File: src/rtl/core/objseg_pkg.sv
// ----------------------------------------------------------------------------
// objseg_pkg: shared types and constants of the object segmenter
// Holds register indexes, reset values, field widths and the job record that
// passes from the classifier through the queue to the result serializer.
// ----------------------------------------------------------------------------
package objseg_pkg;

   localparam int LEN_BITS    = 13;
   localparam int OBJ_BITS    = 28;
   localparam int INDEX_BITS  = 15;
   localparam int TID_BITS    = 16;
   localparam int DGT_BITS    = 4;
   localparam int REP_BITS    = 3;
   localparam int CSR_IDX_BITS = 1;

   localparam int QUEUE_DEPTH_DEFAULT = 4;

   localparam logic [LEN_BITS-1:0]   SEG_SIZE_RESET  = 13'd1024;
   localparam logic [REP_BITS-1:0]   REP_COUNT_RESET = 3'd0;
   localparam logic [INDEX_BITS-1:0] SEG_INDEX_MAX   = 15'h7FFF;

   // configuration register indexes
   localparam logic [CSR_IDX_BITS-1:0] CSR_SEG_SIZE  = 1'b0;
   localparam logic [CSR_IDX_BITS-1:0] CSR_REP_COUNT = 1'b1;

   // one accepted input item, classified: a data byte, optionally preceded by
   // a two-byte segment header
   typedef struct packed {
      logic [7:0]            data_byte;
      logic                  has_hdr;
      logic [15:0]           hdr_word;
      logic [INDEX_BITS-1:0] seg_index;
      logic                  last_segment;
      logic                  end_of_segment;
      logic                  overrun;
      logic [TID_BITS-1:0]   transport_id;
      logic [DGT_BITS-1:0]   datagroup_type;
   } job_type;

endpackage

File: src/rtl/core/objseg_if.sv
// ----------------------------------------------------------------------------
// objseg_if: request and response channels of the object segmenter
// Valid/ready channels; a transfer happens when valid and ready are both high.
// ----------------------------------------------------------------------------
interface objseg_req_if;
   logic        valid;
   logic        ready;
   logic [7:0]  data_byte;
   logic        first_byte;
   logic [27:0] object_length;
   logic [15:0] transport_id;
   logic [3:0]  datagroup_type;

   modport source (output valid, data_byte, first_byte, object_length, transport_id,
                   datagroup_type, input ready);
   modport sink   (input valid, data_byte, first_byte, object_length, transport_id,
                   datagroup_type, output ready);
endinterface

interface objseg_rsp_if;
   logic        valid;
   logic        ready;
   logic [7:0]  out_byte;
   logic        is_header_byte;
   logic [14:0] segment_index;
   logic        last_segment;
   logic        end_of_segment;
   logic [15:0] out_transport_id;
   logic [3:0]  out_datagroup_type;
   logic        overrun;
   logic        last;

   modport source (output valid, out_byte, is_header_byte, segment_index, last_segment,
                   end_of_segment, out_transport_id, out_datagroup_type, overrun, last,
                   input ready);
   modport sink   (input valid, out_byte, is_header_byte, segment_index, last_segment,
                   end_of_segment, out_transport_id, out_datagroup_type, overrun, last,
                   output ready);
endinterface

File: src/rtl/core/objseg_front.sv
// ----------------------------------------------------------------------------
// objseg_front: input classifier
// Tracks object and segment byte counts and turns each accepted byte into a
// job record: overrun, plain data byte, or data byte opening a segment.
// ----------------------------------------------------------------------------
module objseg_front (
   input  logic                                   clock,
   input  logic                                   reset,
   objseg_req_if.sink                             req,
   input  logic [objseg_pkg::LEN_BITS-1:0]        segment_size,
   input  logic [objseg_pkg::REP_BITS-1:0]        repetition_count,
   input  logic                                   queue_full,
   output logic                                   push,
   output objseg_pkg::job_type                    job
);

   logic [objseg_pkg::OBJ_BITS-1:0]   remain_ff, remain_in, remain0;
   logic [objseg_pkg::LEN_BITS-1:0]   left_ff, left_in, left0, left1, size, seglen;
   logic [objseg_pkg::INDEX_BITS-1:0] index_ff, index_in, index0, index1;
   logic [objseg_pkg::TID_BITS-1:0]   tid_ff, tid_in;
   logic [objseg_pkg::DGT_BITS-1:0]   dgt_ff, dgt_in;
   logic                              opening, lastseg;

   assign req.ready = !queue_full;
   assign push      = req.valid && !queue_full;

   always_comb begin
      remain0 = req.first_byte ? req.object_length : remain_ff;
      left0   = req.first_byte ? '0 : left_ff;
      index0  = req.first_byte ? '0 : index_ff;
      tid_in  = req.first_byte ? req.transport_id : tid_ff;
      dgt_in  = req.first_byte ? req.datagroup_type : dgt_ff;

      size    = (segment_size == '0) ? objseg_pkg::LEN_BITS'(1) : segment_size;
      seglen  = (remain0 < {{(objseg_pkg::OBJ_BITS-objseg_pkg::LEN_BITS){1'b0}}, size})
                ? remain0[objseg_pkg::LEN_BITS-1:0] : size;
      opening = (left0 == '0);
      left1   = opening ? seglen : left0;
      index1  = (opening && !req.first_byte && index0 != objseg_pkg::SEG_INDEX_MAX)
                ? index0 + objseg_pkg::INDEX_BITS'(1) : index0;
      lastseg = ({{(objseg_pkg::OBJ_BITS-objseg_pkg::LEN_BITS){1'b0}}, left1} == remain0);

      job.data_byte      = req.data_byte;
      job.transport_id   = tid_in;
      job.datagroup_type = dgt_in;
      job.hdr_word       = {repetition_count, seglen};

      if (remain0 == '0) begin
         // past the end of the object: pass through, hold counts
         job.has_hdr        = 1'b0;
         job.seg_index      = index0;
         job.last_segment   = 1'b0;
         job.end_of_segment = 1'b0;
         job.overrun        = 1'b1;
         remain_in          = remain0;
         left_in            = left0;
         index_in           = index0;
      end else begin
         job.has_hdr        = opening;
         job.seg_index      = index1;
         job.last_segment   = lastseg;
         job.end_of_segment = (left1 == objseg_pkg::LEN_BITS'(1));
         job.overrun        = 1'b0;
         remain_in          = remain0 - objseg_pkg::OBJ_BITS'(1);
         left_in            = left1 - objseg_pkg::LEN_BITS'(1);
         index_in           = index1;
      end
   end

   always_ff @(posedge clock) begin
      if (reset) begin
         remain_ff <= '0;
         left_ff   <= '0;
         index_ff  <= '0;
         tid_ff    <= '0;
         dgt_ff    <= '0;
      end else if (push) begin
         remain_ff <= remain_in;
         left_ff   <= left_in;
         index_ff  <= index_in;
         tid_ff    <= tid_in;
         dgt_ff    <= dgt_in;
      end
   end

endmodule

File: src/rtl/core/objseg_fifo.sv
// ----------------------------------------------------------------------------
// objseg_fifo: job queue
// Small register queue between classifier and serializer.
// ----------------------------------------------------------------------------
module objseg_fifo #(
   parameter int DEPTH = objseg_pkg::QUEUE_DEPTH_DEFAULT
) (
   input  logic                clock,
   input  logic                reset,
   input  logic                push,
   input  objseg_pkg::job_type push_job,
   input  logic                pop,
   output logic                full,
   output logic                not_empty,
   output objseg_pkg::job_type head_job
);

   localparam int PTR_BITS = (DEPTH > 1) ? $clog2(DEPTH) : 1;
   localparam int CNT_BITS = $clog2(DEPTH + 1);
   localparam logic [PTR_BITS-1:0] PTR_LAST = PTR_BITS'(DEPTH - 1);
   localparam logic [CNT_BITS-1:0] CNT_FULL = CNT_BITS'(DEPTH);

   objseg_pkg::job_type       mem_ff [DEPTH];
   logic [PTR_BITS-1:0]       wr_ptr_ff, wr_ptr_in, rd_ptr_ff, rd_ptr_in;
   logic [CNT_BITS-1:0]       count_ff, count_in;

   assign full      = (count_ff == CNT_FULL);
   assign not_empty = (count_ff != '0);
   assign head_job  = mem_ff[rd_ptr_ff];

   always_comb begin
      wr_ptr_in = wr_ptr_ff;
      rd_ptr_in = rd_ptr_ff;
      count_in  = count_ff;
      if (push) begin
         wr_ptr_in = (wr_ptr_ff == PTR_LAST) ? '0 : wr_ptr_ff + PTR_BITS'(1);
      end
      if (pop) begin
         rd_ptr_in = (rd_ptr_ff == PTR_LAST) ? '0 : rd_ptr_ff + PTR_BITS'(1);
      end
      if (push && !pop) begin
         count_in = count_ff + CNT_BITS'(1);
      end else if (pop && !push) begin
         count_in = count_ff - CNT_BITS'(1);
      end
   end

   always_ff @(posedge clock) begin
      if (reset) begin
         wr_ptr_ff <= '0;
         rd_ptr_ff <= '0;
         count_ff  <= '0;
      end else begin
         wr_ptr_ff <= wr_ptr_in;
         rd_ptr_ff <= rd_ptr_in;
         count_ff  <= count_in;
      end
   end

   always_ff @(posedge clock) begin
      if (push) begin
         mem_ff[wr_ptr_ff] <= push_job;
      end
   end

endmodule

File: src/rtl/core/objseg_back.sv
// ----------------------------------------------------------------------------
// objseg_back: result serializer
// Expands each job into one or three response bytes into an output register.
// ----------------------------------------------------------------------------
module objseg_back (
   input  logic                clock,
   input  logic                reset,
   input  logic                job_valid,
   input  objseg_pkg::job_type job,
   output logic                pop,
   objseg_rsp_if.source        rsp
);

   localparam logic [1:0] PH_HI   = 2'd0;
   localparam logic [1:0] PH_LO   = 2'd1;
   localparam logic [1:0] PH_DATA = 2'd2;

   logic [1:0] phase_ff, phase_in;
   logic       valid_ff, valid_in;
   logic       can_load, emit, is_hdr;
   logic [7:0] byte_sel;

   logic [7:0]                        byte_ff;
   logic                              hdr_ff, lastseg_ff, eos_ff, ovr_ff, last_ff;
   logic [objseg_pkg::INDEX_BITS-1:0] index_ff;
   logic [objseg_pkg::TID_BITS-1:0]   tid_ff;
   logic [objseg_pkg::DGT_BITS-1:0]   dgt_ff;

   assign can_load = !valid_ff || rsp.ready;
   assign emit     = job_valid && can_load;
   assign is_hdr   = job.has_hdr && (phase_ff != PH_DATA);
   assign pop      = emit && !is_hdr;

   always_comb begin
      byte_sel = job.data_byte;
      if (is_hdr) begin
         byte_sel = (phase_ff == PH_HI) ? job.hdr_word[15:8] : job.hdr_word[7:0];
      end
      phase_in = phase_ff;
      if (emit) begin
         if (!is_hdr) begin
            phase_in = PH_HI;
         end else begin
            unique case (phase_ff)
               PH_HI:   phase_in = PH_LO;
               PH_LO:   phase_in = PH_DATA;
               default: phase_in = PH_HI;
            endcase
         end
      end
      valid_in = emit ? 1'b1 : (rsp.ready ? 1'b0 : valid_ff);
   end

   always_ff @(posedge clock) begin
      if (reset) begin
         phase_ff <= PH_HI;
         valid_ff <= 1'b0;
      end else begin
         phase_ff <= phase_in;
         valid_ff <= valid_in;
      end
   end

   always_ff @(posedge clock) begin
      if (emit) begin
         byte_ff    <= byte_sel;
         hdr_ff     <= is_hdr;
         index_ff   <= job.seg_index;
         lastseg_ff <= job.last_segment;
         eos_ff     <= !is_hdr && job.end_of_segment;
         tid_ff     <= job.transport_id;
         dgt_ff     <= job.datagroup_type;
         ovr_ff     <= !is_hdr && job.overrun;
         last_ff    <= !is_hdr;
      end
   end

   assign rsp.valid              = valid_ff;
   assign rsp.out_byte           = byte_ff;
   assign rsp.is_header_byte     = hdr_ff;
   assign rsp.segment_index      = index_ff;
   assign rsp.last_segment       = lastseg_ff;
   assign rsp.end_of_segment     = eos_ff;
   assign rsp.out_transport_id   = tid_ff;
   assign rsp.out_datagroup_type = dgt_ff;
   assign rsp.overrun            = ovr_ff;
   assign rsp.last               = last_ff;

endmodule

File: src/rtl/core/object_segmenter.sv
// ----------------------------------------------------------------------------
// object_segmenter: top level of the object segmenter
// Cuts an object byte stream into segments with two-byte headers.
// ----------------------------------------------------------------------------
// A data byte that continues a segment gives one response transfer; one that
// opens a segment gives three, since the single response port emits the two
// header bytes before it. The response port is the limit: the classifier
// takes one byte per cycle into a QUEUE_DEPTH-entry job queue while it has
// room, and the serializer drains one response transfer per cycle while ready
// is high. Each response carries the segment index (saturating at 32767), the
// last-segment and end-of-segment marks, the latched transport id and data
// group type, an overrun flag for bytes beyond the declared object length,
// and a last flag on the final transfer of each input byte.
// Write segment_size (index 0) and repetition_count (index 1) only while the
// block is idle; a segment_size of zero acts as one.
// ----------------------------------------------------------------------------
module object_segmenter #(
   parameter int QUEUE_DEPTH = objseg_pkg::QUEUE_DEPTH_DEFAULT
) (
   input  logic                                clock,
   input  logic                                reset,
   objseg_req_if.sink                          req_chan,
   objseg_rsp_if.source                        rsp_chan,
   input  logic                                csr_we,
   input  logic [objseg_pkg::CSR_IDX_BITS-1:0] csr_index,
   input  logic [objseg_pkg::LEN_BITS-1:0]     csr_wdata
);

   // configuration registers
   logic [objseg_pkg::LEN_BITS-1:0] seg_size_ff;
   logic [objseg_pkg::REP_BITS-1:0] rep_count_ff;

   // queue handshake between classifier and serializer
   logic                queue_full, queue_not_empty, push, pop;
   objseg_pkg::job_type push_job, head_job;

   // hold each register until written; decode the register index
   always_ff @(posedge clock) begin
      if (reset) begin
         seg_size_ff  <= objseg_pkg::SEG_SIZE_RESET;
         rep_count_ff <= objseg_pkg::REP_COUNT_RESET;
      end else if (csr_we) begin
         unique case (csr_index)
            objseg_pkg::CSR_SEG_SIZE:  seg_size_ff  <= csr_wdata;
            objseg_pkg::CSR_REP_COUNT: rep_count_ff <= csr_wdata[objseg_pkg::REP_BITS-1:0];
            default: ;
         endcase
      end
   end

   // classify each accepted byte and advance the object/segment counters
   objseg_front u_front (
      .clock            (clock),
      .reset            (reset),
      .req              (req_chan),
      .segment_size     (seg_size_ff),
      .repetition_count (rep_count_ff),
      .queue_full       (queue_full),
      .push             (push),
      .job              (push_job)
   );

   // decouple input transfers from header insertion on the output side
   objseg_fifo #(
      .DEPTH (QUEUE_DEPTH)
   ) u_fifo (
      .clock     (clock),
      .reset     (reset),
      .push      (push),
      .push_job  (push_job),
      .pop       (pop),
      .full      (queue_full),
      .not_empty (queue_not_empty),
      .head_job  (head_job)
   );

   // expand each job into header bytes and the data byte
   objseg_back u_back (
      .clock     (clock),
      .reset     (reset),
      .job_valid (queue_not_empty),
      .job       (head_job),
      .pop       (pop),
      .rsp       (rsp_chan)
   );

endmodule

File: src/flat_wrapper.sv
// flat-port wrapper written by rule: the top's interface ports become plain ports
module object_segmenter_flat 
#(
   parameter int QUEUE_DEPTH = objseg_pkg::QUEUE_DEPTH_DEFAULT
)
  (clock, reset, csr_we, csr_index, csr_wdata, req_chan_valid, req_chan_data_byte, req_chan_first_byte, req_chan_object_length, req_chan_transport_id, req_chan_datagroup_type, req_chan_ready, rsp_chan_valid, rsp_chan_out_byte, rsp_chan_is_header_byte, rsp_chan_segment_index, rsp_chan_last_segment, rsp_chan_end_of_segment, rsp_chan_out_transport_id, rsp_chan_out_datagroup_type, rsp_chan_overrun, rsp_chan_last, rsp_chan_ready);
  objseg_req_if req_chan_i ();
  objseg_rsp_if rsp_chan_i ();
  input  logic clock;
  input  logic reset;
  input  logic csr_we;
  input  logic [objseg_pkg::CSR_IDX_BITS-1:0] csr_index;
  input  logic [objseg_pkg::LEN_BITS-1:0] csr_wdata;
  input wire logic [$bits(req_chan_i.valid)-1:0] req_chan_valid;
  input wire logic [$bits(req_chan_i.data_byte)-1:0] req_chan_data_byte;
  input wire logic [$bits(req_chan_i.first_byte)-1:0] req_chan_first_byte;
  input wire logic [$bits(req_chan_i.object_length)-1:0] req_chan_object_length;
  input wire logic [$bits(req_chan_i.transport_id)-1:0] req_chan_transport_id;
  input wire logic [$bits(req_chan_i.datagroup_type)-1:0] req_chan_datagroup_type;
  output wire logic [$bits(req_chan_i.ready)-1:0] req_chan_ready;
  output wire logic [$bits(rsp_chan_i.valid)-1:0] rsp_chan_valid;
  output wire logic [$bits(rsp_chan_i.out_byte)-1:0] rsp_chan_out_byte;
  output wire logic [$bits(rsp_chan_i.is_header_byte)-1:0] rsp_chan_is_header_byte;
  output wire logic [$bits(rsp_chan_i.segment_index)-1:0] rsp_chan_segment_index;
  output wire logic [$bits(rsp_chan_i.last_segment)-1:0] rsp_chan_last_segment;
  output wire logic [$bits(rsp_chan_i.end_of_segment)-1:0] rsp_chan_end_of_segment;
  output wire logic [$bits(rsp_chan_i.out_transport_id)-1:0] rsp_chan_out_transport_id;
  output wire logic [$bits(rsp_chan_i.out_datagroup_type)-1:0] rsp_chan_out_datagroup_type;
  output wire logic [$bits(rsp_chan_i.overrun)-1:0] rsp_chan_overrun;
  output wire logic [$bits(rsp_chan_i.last)-1:0] rsp_chan_last;
  input wire logic [$bits(rsp_chan_i.ready)-1:0] rsp_chan_ready;
  assign req_chan_i.valid = req_chan_valid;
  assign req_chan_i.data_byte = req_chan_data_byte;
  assign req_chan_i.first_byte = req_chan_first_byte;
  assign req_chan_i.object_length = req_chan_object_length;
  assign req_chan_i.transport_id = req_chan_transport_id;
  assign req_chan_i.datagroup_type = req_chan_datagroup_type;
  assign req_chan_ready = req_chan_i.ready;
  assign rsp_chan_valid = rsp_chan_i.valid;
  assign rsp_chan_out_byte = rsp_chan_i.out_byte;
  assign rsp_chan_is_header_byte = rsp_chan_i.is_header_byte;
  assign rsp_chan_segment_index = rsp_chan_i.segment_index;
  assign rsp_chan_last_segment = rsp_chan_i.last_segment;
  assign rsp_chan_end_of_segment = rsp_chan_i.end_of_segment;
  assign rsp_chan_out_transport_id = rsp_chan_i.out_transport_id;
  assign rsp_chan_out_datagroup_type = rsp_chan_i.out_datagroup_type;
  assign rsp_chan_overrun = rsp_chan_i.overrun;
  assign rsp_chan_last = rsp_chan_i.last;
  assign rsp_chan_i.ready = rsp_chan_ready;
  object_segmenter #(.QUEUE_DEPTH(QUEUE_DEPTH)) u_core (.clock(clock), .reset(reset), .req_chan(req_chan_i), .rsp_chan(rsp_chan_i), .csr_we(csr_we), .csr_index(csr_index), .csr_wdata(csr_wdata));
endmodule
File: config.mk
export PLATFORM = sky130hd
export DESIGN_NAME = object_segmenter_flat
export DESIGN_NICKNAME = d
export VERILOG_FILES = /design/src/rtl/core/objseg_pkg.sv /design/src/rtl/core/objseg_if.sv /design/src/rtl/core/objseg_front.sv /design/src/rtl/core/objseg_fifo.sv /design/src/rtl/core/objseg_back.sv /design/src/rtl/core/object_segmenter.sv /design/src/flat_wrapper.sv
export SDC_FILE = /design/constraint.sdc
export NUM_CORES = 1
export LEC_CHECK = 0
export ABC_AREA = 1
export BUFFER_PORTS_ARGS = -buffer_cell sky130_fd_sc_hd__buf_2
export CORE_ASPECT_RATIO = 1.25
export CORE_UTILIZATION = 30
export DETAILED_ROUTE_END_ITERATION = 8
export GPL_TIMING_DRIVEN = 1
export PLACE_DENSITY = 0.5
export SETUP_SLACK_MARGIN = 0.5
export SYNTH_ARGS = -nofsm -noshare
export SYNTH_HDL_FRONTEND = slang
export SYNTH_HIERARCHICAL = 1
export SYNTH_SLANG_ARGS = --single-unit
export TNS_END_PERCENT = 10
File: constraint.sdc
create_clock -name clock -period 3.5 [get_ports clock]
set_input_delay 0.525 -clock clock [delete_from_list [all_inputs] [get_ports clock]]
set_output_delay 0.525 -clock clock [all_outputs]
set_load 0.02 [all_outputs]
==> results.md <==
- Initial antenna violation count: 0
- Drt first-iter violations: 828
- Clock transition at path regs: about 60 ps
- Fin Hold WS: about 170 ps
- CTS Hold Bufs: 0
- MaxCap Viol Count: 0
- Routed length per instance: roughly 18 um
- Global-route wire length before repair: just under 80000 um
- Synth Warn #: 6
- Post-Syn Instances: between 1500 and 2000
- Power Dens Cells: 777 mW/mm2
- Synth Area in XOR/XNOR: under 10%
- Largest net degree at the start of global routing: 99
- Post-Route WL: about 50000 um
- CTS tree: built
- Cell Rows: between 100 and 150
- H-tree depth: 2
- CP Capture Type: register
- Clk_lat worst skew: roughly 570 ps
- Flop and latch count out of synthesis: 404
- Tot Pwr: 17.2 mW
- Nets: between 2000 and 2500
- GP Congestion: 0.836
- Synth Area in Simple Gates: 16.6%
- Fraction of registers with async set/reset: 0%
- Post-synthesis mux area share: 0%
- Post-synthesis compound-gate area fraction: roughly 14%
- Fillers: ~6200
- CTS buffer count: 45
- Arr. time, crit path: 3260 ps
- Post-Place Cells: ~2800
- I/O Buffers: approximately 130
- Deepest clock path buffer count: 3
- Diode count: 0
- Vias in the first global route: 13333
- Mapped cell area: 0.0187 mm2
- Antenna-violating nets left: 0
- P&R area growth vs syn: 18.8%
- Drt pass-1 iters: 7
- Number of synthesized flops with an enable pin: 300
- DRC viols: 0
- CTS sink cnt: around 400
- Root Driver: clkbuf_16
- CP Class: input pin to register
- Final Cycle Share: approximately four fifths
- Tightest Pin Transition: between 1000 and 1500 ps
- Fmax: around 0.35 GHz
- Class of the worst hold path: input pin to register
- Top FF cell, synth: edfxtp_1
- Final hold vios: 0
- Slew margin rel.: between 20% and 30%
- CP max FO: 17
- Peak supply drop: just over 0.0003 V
- Unique masters post-synth: ~50
- Commonest non-fill, non-tap cells in the layout: 300 x edfxtp_1, 229 x nand2_1, 227 x nor2_1, 197 x o21ai_0, 133 x inv_1
- Pre-CTS setup slack: -87.7 ps
- Setup crit start kind: input pin
- Final slew viol count: 0
- Grt ovf: 0
- Die width: around 230 um
- Die area: roughly 0.063 mm2
- DPL Wire Length: between 30000 and 40000 um
- Syn Nets: slightly below 2000
- Final setup margin: between 600 and 700 ps
- Core area: around 0.061 mm2
- Global Route Usage Sum: between 15 and 20%
- RSZ-0062 raised after global routing: true
- Starting Density: a little under a third
- Post-route insts no fill: 2841
- Seq/Total Area, Yosys: a little under 60%
- Syn avg cell area: slightly above 10 um2
- Most common cell after layout, fill and taps aside: edfxtp_1
- Die Y: around 280 um
- P_leak: around 8.6 nW
- CP required: between 3000 and 4000 ps
- Via count: roughly 13000
- Final Setup Violations: 0
- Post-Route Skew: 13.1 ps
- Ports: roughly 130
- Synthesized-area fraction occupied by adder cells: roughly 1.6%
- Largest family of logic cells by synthesized area: simple AND/OR/NAND/NOR gates
- Fraction of layout cells with a size suffix above 1: 23.8%
- Min Tclk post-route: roughly 2900 ps
- Via density: between 4 and 5
- Status: finished clean
[sequential cells by signal, indices dropped and copies added, names as in the netlist, named ones only]
| name | flops |
|---|---|
| u_core/rep_count_ff | 3 |
| u_core/seg_size_ff | 13 |
| u_core/u_back/phase_ff | 2 |
| u_core/u_back/rsp.end_of_segment | 1 |
| u_core/u_back/rsp.is_header_byte | 1 |
| u_core/u_back/rsp.last | 1 |
| u_core/u_back/rsp.last_segment | 1 |
| u_core/u_back/rsp.out_byte | 8 |
| u_core/u_back/rsp.out_datagroup_type | 4 |
| u_core/u_back/rsp.out_transport_id | 16 |
| u_core/u_back/rsp.overrun | 1 |
| u_core/u_back/rsp.segment_index | 15 |
| u_core/u_back/rsp.valid | 1 |
| u_core/u_fifo/count_ff | 3 |
| u_core/u_fifo/mem_ff | 252 |
| u_core/u_fifo/rd_ptr_ff | 2 |
| u_core/u_fifo/wr_ptr_ff | 2 |
| u_core/u_front/dgt_ff | 4 |
| u_core/u_front/index_ff | 15 |
| u_core/u_front/left_ff | 13 |
| u_core/u_front/remain_ff | 28 |
| u_core/u_front/tid_ff | 16 |
[power breakdown]
part | internal [mW] | switching [mW] | total, mW
Clock | 3.07 | 1.97 | 5.04
Sequential | 6.26 | 0.372 | 6.63
Combinational | 1.81 | 3.75 | 5.56
[through the flow]
stage | utilization [%] | area (um2) | setup TNS (ps)
6_report | 36.2 | 22200 | 0
5_1_grt | 36.2 | 22200 | 0
4_1_cts | 36.1 | 22100 | 0
3_5_place_dp | 33.5 | 20500 | -351
3_3_place_gp | 33.5 | 20500 | -68.7
2_1_floorplan | - | 18700 | 0
[metal layers]
layer  GRT usage (%)  wire length (um)
met2            27.9             24800
met3            2.40              1940
met1            19.9             22100
met5               0                 0
met4            5.27              1160
[what timing repair did]
| action | in CTS | in global routing |
|---|---|---|
| setup buffers | 0 | 2 |
| endpoints found under the hold margin | 0 | 0 |
| resized for setup | 3 | 16 |
| pin swaps | 0 | 3 |
| setup endpoints to repair | 6 | 28 |
[worst paths after layout]
| check | from | endpoint | slack (ps) | cells past startpoint |
|---|---|---|---|---|
| setup / recovery | req_chan_first_byte | u_core/u_fifo/mem_ff[3][22] | 640 | 21 |
| hold / removal | req_chan_data_byte[2] | u_core/u_fifo/mem_ff[2][57] | 170 | 1 |
| setup reg to reg | u_core/seg_size_ff[7] | u_core/u_fifo/mem_ff[3][22] | 660 | 18 |
| hold reg to reg | u_core/u_front/tid_ff[6] | u_core/u_front/tid_ff[6] | 460 | 2 |
[critical path, cell delays in order]
cell and delay, ps:
buf_4 120, inv_6 80, or2_2 280, o21a_1 140
ha_1 290, nand2_1 70, o21ai_0 100, nor2_1 150
nand2_2 80, nand2_4 100, buf_4 150, nand3_1 90
nand2_1 130, nand2_1 60, nand2_1 110, inv_1 110
nand2_1 70, o2111ai_1 150, nor2_1 190, nand2_1 80
nor2_2 170
[Yosys cell counts, types with 19 or more instances]
cell type | number | area (um2)
edfxtp_1 | 300 | 9010
nand2_1 | 235 | 882
nor2_1 | 229 | 860
o21ai_0 | 198 | 991
inv_1 | 142 | 533
dfxtp_1 | 104 | 2080
a21oi_1 | 77 | 385
nand3_1 | 55 | 275
nor2_2 | 44 | 275
clkbuf_1 | 38 | 143
o22ai_1 | 37 | 231
xor2_1 | 31 | 272
o21ai_1 | 30 | 150
o22ai_2 | 30 | 375
ha_1 | 22 | 275
a211oi_1 | 20 | 150
inv_2 | 19 | 71.3
[kinds of logic (layout without fill, tap and decap cells)]
logic type | Yosys count | in the layout
compound gates | 428 | 428
xor+xnor | 39 | 39
fa+ha+maj | 23 | 23
buf+inv | 262 | 454
flops | 404 | 404
simple gates | 669 | 669
[final cells by class]
cell class	count	area [um2]	area share, %
Timing Repair Buffer	208	1360	6.15
Sequential cell	404	11100	50.1
Multi-Input combinational cell	1159	6450	29.1
Clock buffer	59	1260	5.68
Clock inverter	24	330	1.49
Tap cell	824	1030	4.65
Inverter	163	632	2.85
(Power assumes the default switching activity.)
